## src/hdl/lbb_pkg.sv

```systemverilog
// ----------------------------------------------------------------------------
// lbb_pkg
// Shared constants, codes and types for the byte-budget LRU table.
// ----------------------------------------------------------------------------
package lbb_pkg;

	// Table geometry and field widths
	localparam int ENTRIES    = 16;
	localparam int KEY_BITS   = 32;
	localparam int SIZE_BITS  = 32;
	localparam int LIMIT_BITS = 32;
	localparam int BYTES_BITS = 36;
	localparam int CNT_BITS   = 5;

	localparam logic [LIMIT_BITS-1:0] DEFAULT_LIMIT = LIMIT_BITS'(4 * 1024 * 1024);

	// Operation codes carried on the mode field
	localparam logic [1:0] MODE_LOOKUP = 2'd0;
	localparam logic [1:0] MODE_REMOVE = 2'd1;
	localparam logic [1:0] MODE_TRIM   = 2'd2;
	localparam logic [1:0] MODE_CLEAR  = 2'd3;

	// One table entry as held in a cell
	typedef struct packed {
		logic                 valid;
		logic [KEY_BITS-1:0]  key;
		logic [SIZE_BITS-1:0] size;
	} entry_t;

	// Per-cell operation
	typedef enum logic [2:0] {
		CELL_HOLD  = 3'd0,
		CELL_DOWN  = 3'd1,	// take the entry of the more recent neighbor
		CELL_UP    = 3'd2,	// take the entry of the less recent neighbor
		CELL_DROP  = 3'd3,
		CELL_CLEAR = 3'd4
	} cell_op_t;

	// Commands from the sequencer to the chain
	typedef struct packed {
		logic hit_move;
		logic remove;
		logic evict;
		logic insert;
		logic clear;
	} chain_cmd_t;

	// Status from the chain to the sequencer
	typedef struct packed {
		logic                 any_match;
		logic                 nonempty;
		logic                 full;
		logic [SIZE_BITS-1:0] match_size;
		logic [SIZE_BITS-1:0] lru_size;
	} chain_sts_t;

endpackage

```

## src/hdl/lbb_cell.sv

```systemverilog
// ----------------------------------------------------------------------------
// lbb_cell
// One position of the recency chain: holds an entry, compares its key and
// takes its neighbor's entry when the chain shifts.
// ----------------------------------------------------------------------------
module lbb_cell import lbb_pkg::*; (
	input  logic                clk,
	input  logic                arst_n,
	input  cell_op_t            op,
	input  entry_t              prev_ent,
	input  entry_t              next_ent,
	input  logic [KEY_BITS-1:0] cmp_key,
	output entry_t              ent,
	output logic                match
);

	logic                 valid_q;
	logic [KEY_BITS-1:0]  key_q;
	logic [SIZE_BITS-1:0] size_q;

	// Valid bit: control state, reset clears it
	always_ff @(posedge clk or negedge arst_n) begin
		if (!arst_n) begin
			valid_q <= 1'b0;
		end else begin
			case (op)
				CELL_DOWN:  valid_q <= prev_ent.valid;
				CELL_UP:    valid_q <= next_ent.valid;
				CELL_DROP:  valid_q <= 1'b0;
				CELL_CLEAR: valid_q <= 1'b0;
				default:    valid_q <= valid_q;
			endcase
		end
	end

	// Key and size payload
	always_ff @(posedge clk) begin
		case (op)
			CELL_DOWN: begin
				key_q  <= prev_ent.key;
				size_q <= prev_ent.size;
			end
			CELL_UP: begin
				key_q  <= next_ent.key;
				size_q <= next_ent.size;
			end
			default: begin
				key_q  <= key_q;
				size_q <= size_q;
			end
		endcase
	end

	assign ent   = '{valid: valid_q, key: key_q, size: size_q};
	assign match = valid_q && (key_q == cmp_key);

endmodule

```

## src/hdl/lbb_chain.sv

```systemverilog
// ----------------------------------------------------------------------------
// lbb_chain
// Row of cells ordered by recency: position 0 is most recent, valid entries
// form a prefix. Decodes sequencer commands into per-cell shift operations.
// ----------------------------------------------------------------------------
module lbb_chain import lbb_pkg::*; (
	input  logic                clk,
	input  logic                arst_n,
	input  chain_cmd_t          cmd,
	input  entry_t              head_ent,
	input  logic [KEY_BITS-1:0] cmp_key,
	output chain_sts_t          sts
);

	entry_t               ent     [ENTRIES];
	cell_op_t             op      [ENTRIES];
	logic [ENTRIES-1:0]   match_v;
	logic [ENTRIES-1:0]   valid_v;
	logic [ENTRIES-1:0]   last_v;
	logic [ENTRIES-1:0]   match_ge;	// a match at this position or further back
	logic [ENTRIES-1:0]   match_le;	// a match at this position or nearer the head
	logic [SIZE_BITS-1:0] match_size;
	logic [SIZE_BITS-1:0] lru_size;

	// Cells
	for (genvar i = 0; i < ENTRIES; i++) begin : g_cell
		entry_t prev_ent;
		entry_t next_ent;

		if (i == 0) begin : g_head
			assign prev_ent = head_ent;
		end else begin : g_mid
			assign prev_ent = ent[i-1];
		end

		if (i == ENTRIES - 1) begin : g_tail
			assign next_ent = '0;
		end else begin : g_body
			assign next_ent = ent[i+1];
		end

		lbb_cell u_cell (
			.clk      (clk),
			.arst_n   (arst_n),
			.op       (op[i]),
			.prev_ent (prev_ent),
			.next_ent (next_ent),
			.cmp_key  (cmp_key),
			.ent      (ent[i]),
			.match    (match_v[i])
		);

		assign valid_v[i] = ent[i].valid;
	end

	// Least-recent valid entry sits at the end of the valid prefix
	assign last_v = valid_v & ~(valid_v >> 1);

	// Match position masks
	always_comb begin
		for (int i = 0; i < ENTRIES; i++) begin
			match_ge[i] = |(match_v & ~((ENTRIES)'((1 << i) - 1)));
			match_le[i] = |(match_v & (ENTRIES)'((2 << i) - 1));
		end
	end

	// Per-cell operation decode
	always_comb begin
		for (int i = 0; i < ENTRIES; i++) begin
			if (cmd.clear) begin
				op[i] = CELL_CLEAR;
			end else if (cmd.insert) begin
				op[i] = CELL_DOWN;
			end else if (cmd.hit_move && match_ge[i]) begin
				op[i] = CELL_DOWN;
			end else if (cmd.remove && match_le[i]) begin
				op[i] = CELL_UP;
			end else if (cmd.evict && last_v[i]) begin
				op[i] = CELL_DROP;
			end else begin
				op[i] = CELL_HOLD;
			end
		end
	end

	// Size of the matching entry and of the least-recent entry
	always_comb begin
		match_size = '0;
		lru_size   = '0;
		for (int i = 0; i < ENTRIES; i++) begin
			match_size = match_size | (ent[i].size & {SIZE_BITS{match_v[i]}});
			lru_size   = lru_size   | (ent[i].size & {SIZE_BITS{last_v[i]}});
		end
	end

	assign sts = '{
		any_match:  |match_v,
		nonempty:   valid_v[0],
		full:       valid_v[ENTRIES-1],
		match_size: match_size,
		lru_size:   lru_size
	};

endmodule

```

## src/hdl/lru_cache_byte_budget_unit.sv

```systemverilog
// ----------------------------------------------------------------------------
// lru_cache_byte_budget_unit
// Keyed LRU table with per-entry byte sizes and a programmable byte budget.
// ----------------------------------------------------------------------------
// Channel  Dir  Handshake             Beat contents
// in       in   in_valid / in_stall   mode, key, entry_size
// out      out  out_valid / out_stall hit, removed, evicted_count, bytes_in_use
// cfg      in   cfg_we                cfg_wdata (cache_limit)
//
// One item at a time. Lookup hit, remove, key zero and clear go to the final
// step; trim runs the trim step, a lookup miss the trim, capacity and insert
// steps (trim evicts one least-recent entry per cycle while over budget).
// Reset empties the table, zeroes bytes in use, loads the default budget.
// A stalled result holds in the output register; the next item is accepted
// meanwhile and waits in the final step until the register is free.
// ----------------------------------------------------------------------------
module lru_cache_byte_budget_unit import lbb_pkg::*; (
	input  logic                  clk,
	input  logic                  arst_n,
	// input beat
	input  logic                  in_valid,
	output logic                  in_stall,
	input  logic [1:0]            mode,
	input  logic [KEY_BITS-1:0]   key,
	input  logic [SIZE_BITS-1:0]  entry_size,
	// result beat
	output logic                  out_valid,
	input  logic                  out_stall,
	output logic                  hit,
	output logic                  removed,
	output logic [CNT_BITS-1:0]   evicted_count,
	output logic [BYTES_BITS-1:0] bytes_in_use,
	// budget register
	input  logic                  cfg_we,
	input  logic [LIMIT_BITS-1:0] cfg_wdata
);

	typedef enum logic [4:0] {
		ST_IDLE = 5'b00001,
		ST_TRIM = 5'b00010,
		ST_CAP  = 5'b00100,
		ST_INS  = 5'b01000,
		ST_FIN  = 5'b10000
	} state_t;

	state_t                state_q;
	state_t                state_d;
	logic [LIMIT_BITS-1:0] limit_q;
	logic [BYTES_BITS-1:0] bytes_q;
	logic [BYTES_BITS-1:0] bytes_d;
	logic [KEY_BITS-1:0]   key_q;
	logic [SIZE_BITS-1:0]  size_q;
	logic                  insert_q;
	logic                  insert_d;
	logic                  hit_q;
	logic                  hit_d;
	logic                  removed_q;
	logic                  removed_d;
	logic [CNT_BITS-1:0]   cnt_q;
	logic [CNT_BITS-1:0]   cnt_d;
	logic                  out_valid_q;
	logic                  hit_out_q;
	logic                  removed_out_q;
	logic [CNT_BITS-1:0]   cnt_out_q;
	logic [BYTES_BITS-1:0] bytes_out_q;
	logic                  in_beat;
	logic                  out_load;
	logic                  over_budget;
	chain_cmd_t            cmd;
	chain_sts_t            sts;
	entry_t                head_ent;

	assign in_stall    = (state_q != ST_IDLE);
	assign in_beat     = in_valid && !in_stall;
	assign out_load    = (state_q == ST_FIN) && (!out_valid_q || !out_stall);
	assign over_budget = sts.nonempty && (bytes_q > BYTES_BITS'(limit_q));

	// Recency chain
	lbb_chain u_chain (
		.clk      (clk),
		.arst_n   (arst_n),
		.cmd      (cmd),
		.head_ent (head_ent),
		.cmp_key  (key),
		.sts      (sts)
	);

	// New head entry: the hit entry on a move, the new key on insert
	always_comb begin
		if (state_q == ST_INS) begin
			head_ent = '{valid: 1'b1, key: key_q, size: size_q};
		end else begin
			head_ent = '{valid: 1'b1, key: key, size: sts.match_size};
		end
	end

	// Sequencer
	always_comb begin
		state_d   = state_q;
		bytes_d   = bytes_q;
		insert_d  = insert_q;
		hit_d     = hit_q;
		removed_d = removed_q;
		cnt_d     = cnt_q;
		cmd       = '0;
		case (state_q)
			ST_IDLE: begin
				if (in_beat) begin
					hit_d     = 1'b0;
					removed_d = 1'b0;
					cnt_d     = '0;
					insert_d  = 1'b0;
					state_d   = ST_FIN;
					case (mode)
						MODE_LOOKUP: begin
							if (key != '0) begin
								if (sts.any_match) begin
									cmd.hit_move = 1'b1;
									hit_d        = 1'b1;
								end else begin
									insert_d = 1'b1;
									state_d  = ST_TRIM;
								end
							end
						end
						MODE_REMOVE: begin
							if ((key != '0) && sts.any_match) begin
								cmd.remove = 1'b1;
								removed_d  = 1'b1;
								bytes_d    = bytes_q - BYTES_BITS'(sts.match_size);
							end
						end
						MODE_TRIM: begin
							state_d = ST_TRIM;
						end
						MODE_CLEAR: begin
							cmd.clear = 1'b1;
							bytes_d   = '0;
						end
						default: begin
							state_d = ST_FIN;
						end
					endcase
				end
			end
			ST_TRIM: begin
				if (over_budget) begin
					cmd.evict = 1'b1;
					bytes_d   = bytes_q - BYTES_BITS'(sts.lru_size);
					cnt_d     = cnt_q + 1'b1;
				end else if (insert_q) begin
					state_d = ST_CAP;
				end else begin
					state_d = ST_FIN;
				end
			end
			ST_CAP: begin
				// a full table gives up its least-recent entry
				if (sts.full) begin
					cmd.evict = 1'b1;
					bytes_d   = bytes_q - BYTES_BITS'(sts.lru_size);
					cnt_d     = cnt_q + 1'b1;
				end
				state_d = ST_INS;
			end
			ST_INS: begin
				cmd.insert = 1'b1;
				bytes_d    = bytes_q + BYTES_BITS'(size_q);
				state_d    = ST_FIN;
			end
			ST_FIN: begin
				if (out_load) begin
					state_d = ST_IDLE;
				end
			end
			default: begin
				state_d = ST_IDLE;
			end
		endcase
	end

	// Control registers
	always_ff @(posedge clk or negedge arst_n) begin
		if (!arst_n) begin
			state_q     <= ST_IDLE;
			limit_q     <= DEFAULT_LIMIT;
			bytes_q     <= '0;
			insert_q    <= 1'b0;
			hit_q       <= 1'b0;
			removed_q   <= 1'b0;
			cnt_q       <= '0;
			out_valid_q <= 1'b0;
		end else begin
			state_q   <= state_d;
			bytes_q   <= bytes_d;
			insert_q  <= insert_d;
			hit_q     <= hit_d;
			removed_q <= removed_d;
			cnt_q     <= cnt_d;
			if (cfg_we) begin
				limit_q <= cfg_wdata;
			end
			if (out_load) begin
				out_valid_q <= 1'b1;
			end else if (!out_stall) begin
				out_valid_q <= 1'b0;
			end
		end
	end

	// Item payload and result register
	always_ff @(posedge clk) begin
		if (in_beat) begin
			key_q  <= key;
			size_q <= entry_size;
		end
		if (out_load) begin
			hit_out_q     <= hit_q;
			removed_out_q <= removed_q;
			cnt_out_q     <= cnt_q;
			bytes_out_q   <= bytes_q;
		end
	end

	assign out_valid     = out_valid_q;
	assign hit           = hit_out_q;
	assign removed       = removed_out_q;
	assign evicted_count = cnt_out_q;
	assign bytes_in_use  = bytes_out_q;

endmodule

```

## config.mk

```make
export PLATFORM = sky130hd
export DESIGN_NAME = lru_cache_byte_budget_unit
export DESIGN_NICKNAME = d
export VERILOG_FILES = /design/src/hdl/lbb_pkg.sv /design/src/hdl/lbb_cell.sv /design/src/hdl/lbb_chain.sv /design/src/hdl/lru_cache_byte_budget_unit.sv
export SDC_FILE = /design/constraint.sdc
export NUM_CORES = 2
export LEC_CHECK = 0
export BUFFER_PORTS_ARGS = -buffer_cell sky130_fd_sc_hd__buf_4
export CORE_ASPECT_RATIO = 1.2
export CORE_MARGIN = 2
export CORE_UTILIZATION = 60
export DETAILED_ROUTE_END_ITERATION = 12
export PLACE_DENSITY_LB_ADDON = 0.2
export SLEW_MARGIN = 20
export SYNTH_ARGS = -nofsm -noshare
export SYNTH_HDL_FRONTEND = slang
export SYNTH_SLANG_ARGS = --single-unit
```

## constraint.sdc

```tcl
create_clock -name clk -period 8.65 [get_ports clk]
set_clock_uncertainty 0.1 [all_clocks]
set_input_delay 0.865 -clock clk [delete_from_list [all_inputs] [get_ports clk]]
set_output_delay 0.865 -clock clk [all_outputs]
set_load 0.02 [all_outputs]
```

==> impl_summary.txt <==
----------------------------------------------------
[Synth]
  Count of flip-flops with a built-in enable after synthesis ... 1131
  Gate count of the mapped netlist ... a little under 6000
  Area share of the leading cell type in the synthesized netlist ... 0.494
  Synth Cell Area ... 68800 µm²
  Net count after synthesis ... 5990
  Synth cell types ... 86
  Leading register cell type out of synthesis ... sky130_fd_sc_hd__edfxtp_1
  Synth area leaders ... sky130_fd_sc_hd__edfxtp_1, sky130_fd_sc_hd__mux2_2, sky130_fd_sc_hd__xnor2_1
  Count of state elements after synthesis ... 1229
  Yosys warns ... 0
  Cell taking the most area after synthesis ... sky130_fd_sc_hd__edfxtp_1
  Share of synthesized flip-flops with an asynchronous set or reset ... 0.0797
  Portion of the post-synthesis area used by sequential elements ... 0.529
  Average size of a mapped cell ... 11.9 µm²

[Placement]
  Detailed-placement wirelength estimate ... about 180 mm
  Quantity of I/O buffers inserted on ports ... 147
  Placed Instance Area ... 71900 µm²
  GPL Wtd Cong ... 1.04

[Clocking]
  Number of instances resized during post-cts repair ... 0
  Clock tree root buffer cell ... sky130_fd_sc_hd__clkbuf_16
  Cts bufs inserted ... 132
  CTS HTree Levels ... 4
  Post-CTS Setup Bufs ... 0
  Maximum buffer depth of the clock tree ... 3
  Worst-path clk slew ... 0.07 ns
  Clock latency of the later-clocked register in the worst-skew pair ... 0.81 ns
  CTS tree ... done
  Count of clock tree sinks ... 1229

[Global routing]
  Total routing resource utilization after global routing ... 0.441
  Initial antenna violation count ... 4
  Largest net degree at the start of global routing ... approximately 70
  Vias in the first global route ... 53300
  First-pass GRT wire length ... 374 mm
  Overflow left after global routing ... 0

[Timing]
  RSZ-0062 raised after global routing ... no
  Fin Setup TNS ... 0 ns
  Final clock period utilization by the worst path ... 0.887
  Final critical-path required period ... 7.67 ns
  Worst Tran Pin Value ... 1.22 ns
  Highest attainable clock frequency ... 130 MHz
  Final Slew Violations ... 0
  Final hold violation count ... 0
  Final worst hold slack ... 0.143 ns
  Rel. slew slack ... 0.186
  Final Setup Violations ... 0

[Status]
  Status ... complete, no violations

[Power]
  Standby leakage power ... around 26 nW
  Power, Total ... 16.5 mW
  Switching share of power ... 0.309
  Logic gate share of total power ... 0.235
  Power share of the sequential group ... 0.417
  Clock network fraction of total power ... 0.347
  IR drop worst, VDD ... 179 µV
  Power per cell area ... 216 nW/µm²
  Cell-internal power ... 11.4 mW
  Net switching component of the power ... ~5.1 mW

[Detailed routing]
  Drt initial violations ... between 9000 and 10000
  Antenna-violating nets left ... 0
  Detail-routed net length per standard cell ... 35.3 µm
  Detail-routed via count per cell ... about 7.4
  Top Layer Used ... met5
  Sum of met2 wire segment lengths after detailed routing ... between 100 and 150 mm
  Post-route DRC violation count ... 0
  Detailed-router iteration count before antenna repair ... 13
  Post-Route WL ... 264 mm
  Via count ... 55100
  Met1 wire length ... 90.3 mm
  Met3 wire len ... 35.0 mm

[Critical path]
  Number of cells on the worst reg-to-reg path ... 27
  Required time at the worst-slack endpoint ... 9.21 ns
  Setup slack, reg-to-reg ... 0.98 ns
  Worst setup path endpoint ... bytes_q[30]$_DFFE_PN0P_
  Category of the worst setup path capture point ... flip-flop
  Startpoint type of the worst setup path ... flip-flop
  Arr. time, crit path ... about 8 ns
  Startpoint of the lowest-slack register-to-register path ... u_chain.g_cell[15].u_cell.valid_q$_DFFE_PN0P_
  Max FO, Critical Path ... 17
  Start point of the critical path ... u_chain.g_cell[15].u_cell.valid_q$_DFFE_PN0P_
  Endpoint of the lowest-slack register-to-register path ... bytes_q[30]$_DFFE_PN0P_
  Critical Setup Path Class ... reg2reg

[Finish]
  # nets final ... 6054
  Fraction of layout instances using a drive strength above 1 ... 0.222
  Growth of design area from synthesis to finish ... 10.7%
  Post-layout instance area ... 76200 µm²
  Fin util ... 0.667

[Hold path]
  Worst min path class ... in2reg

[Floorplanning]
  Site Rows ... around 140
  Die footprint ... 117000 µm²
  IO Pins ... 148
  Height of the die ... ~370 µm
  Floorplan die width ... 313 µm
  Core Footprint ... around 110000 µm²
  Starting density of the core ... 0.603

[Run]
  Total of max-cap violations ... 0

----------------------------------------------------
cells by family (layout without fill, tap and decap cells):
family,after synthesis,after routing,share of synthesized area
fa+ha+maj,104,104,0.0191
compound gates,1038,1038,0.107
simple gates,1598,1598,0.114
mux,799,799,0.130
other cells,0,5,0
flops,1229,1229,0.529
buf+inv,439,605,0.0273
xor+xnor,579,579,0.0737
registers in the layout, indices dropped and copies added, names as in the netlist:
signal and flops:
hit 1, hit_q 1, evicted_count 5, insert_q 1, u_chain.g_cell.u_cell.valid_q 16, bytes_q 36, cnt_q 5, u_chain.g_cell.u_cell.size_q 512
limit_q 32, size_q 32, u_chain.g_cell.u_cell.key_q 512, state_q 5, removed 1, out_valid 1, key_q 32, removed_q 1
bytes_in_use 36
area by class of cell:
cell class / count / area (µm²)
well taps: 1518 / 1900
diodes: 5 / 12.5
inverters: 97 / 365
fillers: 8627 / 38000
clock buffers: 182 / 3750
multi-input cells: 4118 / 31000
flip-flops and latches: 1229 / 36400
repair buffers: 272 / 2180
clock inverters: 54 / 492
power groups by stage:
stage	registers, mW	logic [mW]	clock network [mW]
floorplan	6.95	2.69	0
global placement	6.98	3.71	0
detailed placement	6.99	3.76	0
CTS	6.86	3.79	5.71
global route	6.89	4.19	5.90
finish	6.87	3.87	5.72
worst min-delay path by stage:
stage                     cells after the start                          to                  start  slack, ns
after floorplan                               0           removed$_DFFE_PP_  removed_q$_DFFE_PN0P_       0.32
after global placement                        0  evicted_count[4]$_DFFE_PP_   cnt_q[4]$_DFFE_PN0P_       0.37
after detailed placement                      0  evicted_count[4]$_DFFE_PP_   cnt_q[4]$_DFFE_PN0P_       0.36
after CTS                                     1        size_q[23]$_DFFE_PP_         entry_size[23]       0.12
after global routing                          1        size_q[22]$_DFFE_PP_         entry_size[22]       0.14
final                                         1        size_q[23]$_DFFE_PP_         entry_size[23]       0.14
stage by stage:
stage / setup WS [ns] / std cells
floorplan: 0.387 / 5786
global placement: 1.23 / 7232
detailed placement: 1.22 / 7232
CTS: 1.34 / 7469
global route: 0.796 / 7471
finish: 0.980 / 7475
what timing repair did:
action	in CTS	in global routing
endpoints found under the setup margin	0	0
hold endpoints to repair	36	0
hold buffers	1	0
worst max-delay path, cell delays in order, from the launching register on:
cell                        delay, ns
sky130_fd_sc_hd__dfrtp_2         0.75
sky130_fd_sc_hd__nor2b_4         0.24
sky130_fd_sc_hd__a22o_1          0.25
sky130_fd_sc_hd__a221oi_1        0.21
sky130_fd_sc_hd__nand4_1         0.40
sky130_fd_sc_hd__nor3_1          0.35
sky130_fd_sc_hd__nor2b_1         0.22
sky130_fd_sc_hd__and2_1          0.25
sky130_fd_sc_hd__nand3_1         0.19
sky130_fd_sc_hd__nor4_1          0.49
sky130_fd_sc_hd__xnor2_1         0.19
sky130_fd_sc_hd__a21oi_1         0.10
sky130_fd_sc_hd__ha_1            0.39
sky130_fd_sc_hd__a21o_1          0.18
sky130_fd_sc_hd__a21o_1          0.19
sky130_fd_sc_hd__a211oi_1        0.21
sky130_fd_sc_hd__o21ai_0         0.11
sky130_fd_sc_hd__a41o_1          0.27
sky130_fd_sc_hd__a31oi_1         0.32
sky130_fd_sc_hd__o21ai_0         0.23
sky130_fd_sc_hd__nor3_1          0.51
sky130_fd_sc_hd__o21bai_1        0.15
sky130_fd_sc_hd__a21o_1          0.24
sky130_fd_sc_hd__a21o_1          0.18
sky130_fd_sc_hd__a211oi_1        0.24
sky130_fd_sc_hd__nor4b_1         0.09
sky130_fd_sc_hd__a2111oi_0       0.38
sky130_fd_sc_hd__nand2_1         0.11
synthesized netlist by cell type, types with 5 or more instances:
master and instances:
sky130_fd_sc_hd__o221ai_1 6, sky130_fd_sc_hd__and2_1 70, sky130_fd_sc_hd__a21oi_1 152, sky130_fd_sc_hd__ha_1 99, sky130_fd_sc_hd__nor4b_1 7, sky130_fd_sc_hd__nand4_1 245, sky130_fd_sc_hd__nor3b_1 7, sky130_fd_sc_hd__nor2_1 276
sky130_fd_sc_hd__nand3_1 124, sky130_fd_sc_hd__buf_4 35, sky130_fd_sc_hd__inv_1 97, sky130_fd_sc_hd__o22ai_1 9, sky130_fd_sc_hd__or4_1 8, sky130_fd_sc_hd__a221oi_1 100, sky130_fd_sc_hd__a22o_1 88, sky130_fd_sc_hd__dfrtp_1 96
sky130_fd_sc_hd__o21ai_1 7, sky130_fd_sc_hd__clkbuf_1 204, sky130_fd_sc_hd__or3_1 11, sky130_fd_sc_hd__a31oi_1 11, sky130_fd_sc_hd__nor2b_1 32, sky130_fd_sc_hd__o211ai_1 12, sky130_fd_sc_hd__a211oi_1 38, sky130_fd_sc_hd__or2_2 5
sky130_fd_sc_hd__a21o_1 75, sky130_fd_sc_hd__nor3_1 60, sky130_fd_sc_hd__buf_2 58, sky130_fd_sc_hd__mux2_2 759, sky130_fd_sc_hd__buf_1 41, sky130_fd_sc_hd__nor4_1 60, sky130_fd_sc_hd__a22oi_1 331, sky130_fd_sc_hd__nand2_1 582
sky130_fd_sc_hd__o2111ai_1 8, sky130_fd_sc_hd__nand2b_1 32, sky130_fd_sc_hd__xnor2_1 491, sky130_fd_sc_hd__xor2_1 88, sky130_fd_sc_hd__o21bai_1 14, sky130_fd_sc_hd__o21a_1 13, sky130_fd_sc_hd__and4b_1 5, sky130_fd_sc_hd__mux2i_1 40
sky130_fd_sc_hd__and3_1 34, sky130_fd_sc_hd__edfxtp_1 1131, sky130_fd_sc_hd__o21ai_0 136, sky130_fd_sc_hd__and4_1 10
routing by layer:
layer	up-vias	global-route usage
met5	-	0.0120
met4	6	0.292
met3	1455	0.137
met2	4849	0.673
met1	26600	0.539
li1	22100	-
layout by cell type, fill, tap and decap left out, drive strengths merged, types with 10 or more instances in the layout:
master / count
nand2: 582
and3: 34
nor3: 61
o21bai: 14
or4: 10
a21o: 75
or3: 11
xor2: 88
clkinv: 36
a21oi: 153
o21a: 13
and4: 10
o211ai: 12
mux2: 759
ha: 99
clkbuf: 182
xnor2: 491
inv: 105
a22oi: 331
edfxtp: 1131
nand4: 245
and2: 71
a31oi: 12
dfrtp: 96
mux2i: 40
nor4: 66
nor2: 277
o21ai: 144
a221oi: 100
nand2b: 32
nand3: 124
a22o: 88
a211oi: 38
nor2b: 32
buf: 271
Note: power is estimated with default switching activity, not from simulation.
